<file path="config.mk">
export PLATFORM = sky130hd
export DESIGN_NAME = aim_frame_parser
export DESIGN_NICKNAME = d
export VERILOG_FILES = /design/src/rtl/afp_pkg.sv /design/src/rtl/afp_tracker.sv /design/src/rtl/aim_frame_parser.sv
export SDC_FILE = /design/constraint.sdc
export NUM_CORES = 1
export LEC_CHECK = 0
export BUFFER_PORTS_ARGS = -buffer_cell sky130_fd_sc_hd__buf_2
export CAP_MARGIN = 20
export CORE_UTILIZATION = 56
export CTS_CLUSTER_SIZE = 14
export DETAILED_ROUTE_END_ITERATION = 6
export PLACE_DENSITY = 0.85
export SETUP_SLACK_MARGIN = 0.3
export SLEW_MARGIN = 10
export SYNTH_ARGS = -nofsm -noshare
export SYNTH_HDL_FRONTEND = slang
export SYNTH_HIERARCHICAL = 1
export SYNTH_SLANG_ARGS = --single-unit
</file>
<file path="constraint.sdc">
create_clock -name clk -period 3.1 [get_ports clk]
set_input_delay 0.155 -clock clk [delete_from_list [all_inputs] [get_ports clk]]
set_output_delay 0.155 -clock clk [all_outputs]
set_load 0.005 [all_outputs]
</file>
<file path="src/rtl/afp_pkg.sv">
// Shared types and constants for the aim frame parser.
// Holds the frame marker bytes, parser phase codes and the per-byte result record.
// No dependencies.
package afp_pkg;

    localparam int FRAME_BYTES = 13;
    localparam int IDX_W       = 4;

    localparam logic [7:0] SOF0_BYTE = 8'hAA;
    localparam logic [7:0] SOF1_BYTE = 8'hBB;
    localparam logic [7:0] SOF2_BYTE = 8'hCC;
    localparam logic [7:0] EOF_BYTE  = 8'hFF;

    localparam logic [IDX_W-1:0] IDX_SOF1     = IDX_W'(1);
    localparam logic [IDX_W-1:0] IDX_SOF2     = IDX_W'(2);
    localparam logic [IDX_W-1:0] IDX_PAY_FIRST = IDX_W'(3);
    localparam logic [IDX_W-1:0] IDX_PAY_LAST = IDX_W'(10);
    localparam logic [IDX_W-1:0] IDX_CHECK    = IDX_W'(11);
    localparam logic [IDX_W-1:0] IDX_TAIL     = IDX_W'(FRAME_BYTES - 1);

    localparam logic [1:0] PHASE_HUNT   = 2'd0;
    localparam logic [1:0] PHASE_HEADER = 2'd1;
    localparam logic [1:0] PHASE_BODY   = 2'd2;

    typedef struct packed {
        logic               byte_accepted;
        logic               frame_done;
        logic signed [15:0] pitch_centideg;
        logic signed [15:0] yaw_centideg;
        logic [7:0]         target_set;
        logic [3:0]         target_count;
        logic [1:0]         target_colour;
        logic               shoot_request;
        logic [7:0]         aim_x;
        logic [7:0]         aim_y;
    } result_t;

endpackage

</file>
<file path="src/rtl/afp_tracker.sv">
// Frame tracking state machine for the aim frame parser.
// Keeps the parse phase, byte index, payload bytes and running checksum.
// Depends on afp_pkg.
module afp_tracker (
    input  logic              clk,
    input  logic              rst_n,
    input  logic              take,
    input  logic [7:0]        rx_byte,
    output afp_pkg::result_t  result
);

    logic [1:0]              phase_reg;
    logic [1:0]              phase_next;
    logic [afp_pkg::IDX_W-1:0] index_reg;
    logic [afp_pkg::IDX_W-1:0] index_next;
    logic [7:0]              data_reg [8];
    logic [7:0]              check_reg;
    logic [7:0]              xor_reg;
    logic [2:0]              pay_offset;
    logic                    store_payload;
    logic                    store_check;
    logic                    frame_good;

    assign pay_offset    = 3'(index_reg - afp_pkg::IDX_PAY_FIRST);
    assign store_payload = (phase_reg == afp_pkg::PHASE_BODY)
                           && (index_reg >= afp_pkg::IDX_PAY_FIRST)
                           && (index_reg <= afp_pkg::IDX_PAY_LAST);
    assign store_check   = (phase_reg == afp_pkg::PHASE_BODY)
                           && (index_reg == afp_pkg::IDX_CHECK);
    assign frame_good    = (rx_byte == afp_pkg::EOF_BYTE) && (check_reg == xor_reg);

    always_comb
    begin
        phase_next           = afp_pkg::PHASE_HUNT;
        index_next           = '0;
        result               = '0;
        case (phase_reg)
            afp_pkg::PHASE_HUNT:
            begin
                if (rx_byte == afp_pkg::SOF0_BYTE)
                begin
                    phase_next           = afp_pkg::PHASE_HEADER;
                    index_next           = afp_pkg::IDX_SOF1;
                    result.byte_accepted = 1'b1;
                end
            end
            afp_pkg::PHASE_HEADER:
            begin
                if (rx_byte == afp_pkg::SOF1_BYTE && index_reg == afp_pkg::IDX_SOF1)
                begin
                    phase_next           = afp_pkg::PHASE_HEADER;
                    index_next           = afp_pkg::IDX_SOF2;
                    result.byte_accepted = 1'b1;
                end
                else if (rx_byte == afp_pkg::SOF2_BYTE && index_reg == afp_pkg::IDX_SOF2)
                begin
                    phase_next           = afp_pkg::PHASE_BODY;
                    index_next           = afp_pkg::IDX_PAY_FIRST;
                    result.byte_accepted = 1'b1;
                end
            end
            afp_pkg::PHASE_BODY:
            begin
                if (index_reg == afp_pkg::IDX_TAIL)
                begin
                    if (frame_good)
                    begin
                        result.byte_accepted  = 1'b1;
                        result.frame_done     = 1'b1;
                        result.pitch_centideg = {data_reg[0], data_reg[1]};
                        result.yaw_centideg   = {data_reg[2], data_reg[3]};
                        result.target_set     = data_reg[4];
                        result.target_count   = data_reg[5][7:4];
                        result.target_colour  = data_reg[5][3:2];
                        result.shoot_request  = data_reg[5][0];
                        result.aim_x          = data_reg[6];
                        result.aim_y          = data_reg[7];
                    end
                end
                else
                begin
                    phase_next           = afp_pkg::PHASE_BODY;
                    index_next           = index_reg + afp_pkg::IDX_W'(1);
                    result.byte_accepted = 1'b1;
                end
            end
            default:
            begin
                phase_next = afp_pkg::PHASE_HUNT;
                index_next = '0;
            end
        endcase
    end

    always_ff @(posedge clk or negedge rst_n)
    begin
        if (!rst_n)
        begin
            phase_reg <= afp_pkg::PHASE_HUNT;
            index_reg <= '0;
        end
        else if (take)
        begin
            phase_reg <= phase_next;
            index_reg <= index_next;
        end
    end

    always_ff @(posedge clk)
    begin
        if (take && store_payload)
        begin
            data_reg[pay_offset] <= rx_byte;
            if (index_reg == afp_pkg::IDX_PAY_FIRST)
            begin
                xor_reg <= rx_byte;
            end
            else
            begin
                xor_reg <= xor_reg ^ rx_byte;
            end
        end
        if (take && store_check)
        begin
            check_reg <= rx_byte;
        end
    end

endmodule

</file>
<file path="src/rtl/aim_frame_parser.sv">
// Top level of the aim frame parser: byte input channel, tracker and result register.
// Depends on afp_pkg and afp_tracker.
//
// Usage: one received serial byte is offered per transfer on in_valid/in_ready with
// rx_byte. Every accepted byte yields exactly one result transfer on out_valid/out_ready.
// byte_accepted tells whether the byte fit the frame so far; frame_done marks the byte
// that completed a frame with header AA BB CC, correct XOR checksum and FF tail, and
// only then do the decoded fields carry the payload (they read zero otherwise).
// Results are registered: the result of a byte accepted at one edge is presented from
// the next cycle. Throughput is one byte per cycle, set by the single result register;
// in_ready stays high while that register is empty or being drained in the same cycle.
// When the receiver stalls, the result is held and in_ready drops until it is taken.
// Reset empties the result register and returns the tracker to hunting for AA.
module aim_frame_parser (
    input  logic               clk,
    input  logic               rst_n,
    input  logic               in_valid,
    output logic               in_ready,
    input  logic [7:0]         rx_byte,
    output logic               out_valid,
    input  logic               out_ready,
    output logic               byte_accepted,
    output logic               frame_done,
    output logic signed [15:0] pitch_centideg,
    output logic signed [15:0] yaw_centideg,
    output logic [7:0]         target_set,
    output logic [3:0]         target_count,
    output logic [1:0]         target_colour,
    output logic               shoot_request,
    output logic [7:0]         aim_x,
    output logic [7:0]         aim_y
);

    afp_pkg::result_t result;
    afp_pkg::result_t out_reg;
    logic             out_valid_reg;
    logic             take;

    assign in_ready = !out_valid_reg || out_ready;
    assign take     = in_valid && in_ready;

    afp_tracker u_tracker (
        .clk     (clk),
        .rst_n   (rst_n),
        .take    (take),
        .rx_byte (rx_byte),
        .result  (result)
    );

    always_ff @(posedge clk or negedge rst_n)
    begin
        if (!rst_n)
        begin
            out_valid_reg <= 1'b0;
        end
        else if (take)
        begin
            out_valid_reg <= 1'b1;
        end
        else if (out_ready)
        begin
            out_valid_reg <= 1'b0;
        end
    end

    always_ff @(posedge clk)
    begin
        if (take)
        begin
            out_reg <= result;
        end
    end

    assign out_valid      = out_valid_reg;
    assign byte_accepted  = out_reg.byte_accepted;
    assign frame_done     = out_reg.frame_done;
    assign pitch_centideg = out_reg.pitch_centideg;
    assign yaw_centideg   = out_reg.yaw_centideg;
    assign target_set     = out_reg.target_set;
    assign target_count   = out_reg.target_count;
    assign target_colour  = out_reg.target_colour;
    assign shoot_request  = out_reg.shoot_request;
    assign aim_x          = out_reg.aim_x;
    assign aim_y          = out_reg.aim_y;

endmodule
</file>
==> key figures <==
Floorplan
  • I/O pin cnt: just under 80
  • Starting Density: a little under three fifths
  • Placeable Area: about 0.0097 mm^2
  • Die width: 102 um
  • Site row count: 36
  • DIE AREA: between 0.01 and 0.015 mm^2
  • Die Ht: a little over 100 um

Synth
  • Area contributors post-synth: edfxtp_1 (77%), and2_1 (7.2%), dfrtp_1 (3.1%)
  • Syn Area/Cell: about 18 um^2
  • Primary FF master, synth: edfxtp_1
  • Synthesis warning total: 6
  • Post-Syn Area: 0.00559 mm^2
  • Seq/Total Area, Yosys: between 80 and 90%
  • Synth cell count leaders: edfxtp_1 (144), and2_1 (64), xnor2_1 (15)
  • Post-synth cell types: 38
  • Top-count cell post-synth: edfxtp_1
  • Async SR Flop Fraction: 4.64%
  • Syn nets: around 340
  • Synth top area share: 77.3%
  • Biggest area consumer among synthesized cells: edfxtp_1
  • Seq cells post-synth: approximately 150
  • Synth Instances: 319
  • EDFF count, synth: ~140

Place
  • GPL Wtd Cong: around 0.9
  • Cells after DPL: 528
  • IO Port Bufs: 78
  • Hpwl dp: ~6 mm
  • Placed cell area: 0.00616 mm^2

Worst setup path
  • Worst-path maximum fanout: 6
  • Critical Path RT: approximately 3.3 ns
  • Crit path capture type: register
  • Setup crit start kind: register
  • Reg2reg setup slack: approximately 0.74 ns
  • Setup CP Type: reg2reg
  • Arrival @ worst endpoint: 2.59 ns

Clock tree
  • CTS clock-pin slew for the worst setup and hold paths: roughly 0.060 ns
  • CTS tree: built
  • H-tree depth: 4
  • # Post-CTS Setup Buffers: 0
  • Post-cts sizing count: 0
  • Clk_lat worst skew: 0.52 ns
  • # clock sinks: 151
  • Clk root buf: clkbuf_8
  • Number of CTS-inserted buffers: 17
  • Cts hold-fix bufs: 4
  • Clock Path Buffers: 2

Finish
  • Fill cells: ~600
  • Non-filler cells, final: roughly 560
  • Layout Nets: approximately 430
  • Finished layout cell area: between 0.006 and 0.007 mm^2
  • Layout cells sized above 1: between 20% and 30%
  • Largest register FFs: 63
  • N_diodes: 0
  • Layout Area Growth over Synthesis: 21.0%

Power and ir drop
  • Peak supply drop: between 0.3 and 0.4 mV
  • PwrDens: between 600 and 700 mW/mm^2
  • Pleak: around 2.6 nW

Routing
  • WL final: around 10 mm
  • DR WL/cell: approximately 18 um
  • 1st-iter DRT viols: 240
  • Drt via density: ~5.3
  • DRC: 0
  • Post-route ant nets: 0
  • Vias: 2991
  • DR pass1 iterations: 5

Timing
  • TNS Setup: 0 ns
  • Post-layout min period: about 2.4 ns
  • Slew headroom: between 40% and 50%
  • Unrepaired setup endpoints after global routing: false
  • Worst Tran Pin Value: 0.780 ns
  • Slew Limit Fails: 0
  • Tcrit/Tclk final: about three quarters
  • Peak Freq: roughly 420 MHz
  • Hold violation total from the final report: 0
  • # setup viols final: 0
  • Clock skew: between 0.006 and 0.007 ns

Global routing
  • GRT Residual Overflow: 0
  • Routing usage on met2: roughly a third
  • Vias in the first global route: between 2000 and 3000
  • Met3 GRT Util: under 10%
  • Global route hottest layer: met2
  • Largest net degree at the start of global routing: 66
  • Global Route Usage Sum: a little over a fifth
  • Met1 Use GR: between 20% and 30%
  • Initial antenna violation count: 0
  • First-pass GRT wire length: ~15 mm

Job
  • MaxCap Viol Count: 0

Min path
  • Hold WC Path Type: in2reg

Outcome
  • Status: complete, no violations
logic make-up after synthesis:
logic type | count (synthesis) | share of synthesized area (%)
adder cells (fa/ha/maj) | 4 | 0.895
AND/OR/NAND/NOR | 121 | 13.2
AO/OA/AOI/OAI | 13 | 1.61
buffers and inverters | 11 | 0.917
flip-flops | 151 | 80.4
XOR/XNOR | 18 | 2.82
multiplexers | 1 | 0.179
per-layer routing:
metal  part of all wire, %  up-vias
met5                     0        -
met4                   1.6        0
met3                   6.6       17
met2                    51      160
met1                    40     1439
li1                      -     1375
final timing paths:
path	startpoint	end	cells past startpoint
setup reg to reg	u_tracker/index_reg[0]	u_tracker/data_reg[4][5]	7
setup / recovery	u_tracker/index_reg[0]	u_tracker/data_reg[4][5]	7
max in group asynchronous	rst_n	u_tracker/index_reg[1]	3
hold / removal	rx_byte[3]	u_tracker/data_reg[7][3]	1
hold reg to reg	u_tracker/data_reg[5][0]	shoot_request	1
min in group asynchronous	rst_n	u_tracker/index_reg[3]	3
critical path, stage by stage, from the launching register on:
cell and delay (ns):
dfrtp_1 0.44, inv_1 0.15, ha_1 0.20, nor2b_1 0.06, o21ai_0 0.24, nand3_1 0.21, nor3_1 0.53, buf_4 0.25
area by class of cell:
| class | instances | area, um^2 | area share [%] |
|---|---|---|---|
| flip-flops and latches | 151 | 4500 | 66.5 |
| multi-input cells | 157 | 1040 | 15.4 |
| repair buffers | 89 | 483 | 7.13 |
| clock buffers | 18 | 418 | 6.17 |
| well taps | 133 | 166 | 2.46 |
| clock inverters | 14 | 151 | 2.24 |
| inverters | 2 | 7.51 | 0.111 |
where the power goes:
group | switching, mW | internal, mW
clock | 0.784 | 1.15
sequential | 0.0152 | 2.27
combinational | 0.0851 | 0.0478
placed cells by master (no fill, tap or decap), types with 2 or more instances in the layout:
master         instances
nand4_1                2
bufinv_16              2
clkinv_2               2
dlygate4sd3_1          4
inv_1                  2
nor2_1                 8
a21oi_1                2
xnor2_1               15
dfrtp_1                7
clkinv_4               3
inv_6                  2
clkbuf_16             16
ha_1                   4
edfxtp_1             144
nor2b_1                3
nor4_1                 4
nand2b_1               4
o21ai_0                4
xor2_1                 3
nor3_1                 5
and2_1                64
and3_1                 2
a32o_1                 2
nand3_1                5
buf_4                  7
o31ai_1                2
clkinvlp_4             3
buf_2                 78
nand2_1               14
stage by stage:
stage / total power, mW / setup slack, ns / hold slack [ns] / utilization [%]
2_1_floorplan: 2.38 / 0.554 / -0.141 / -
3_3_place_gp: 2.45 / 0.987 / -0.00471 / 63.3
3_5_place_dp: 2.46 / 0.861 / 0.00123 / 63.3
4_1_cts: 4.39 / 0.745 / 0.00197 / 69.6
5_1_grt: 4.49 / 0.621 / 0.00770 / 69.6
6_report: 4.35 / 0.739 / 0.0245 / 69.6
No activity file was read; power rests on OpenSTA's default activity.
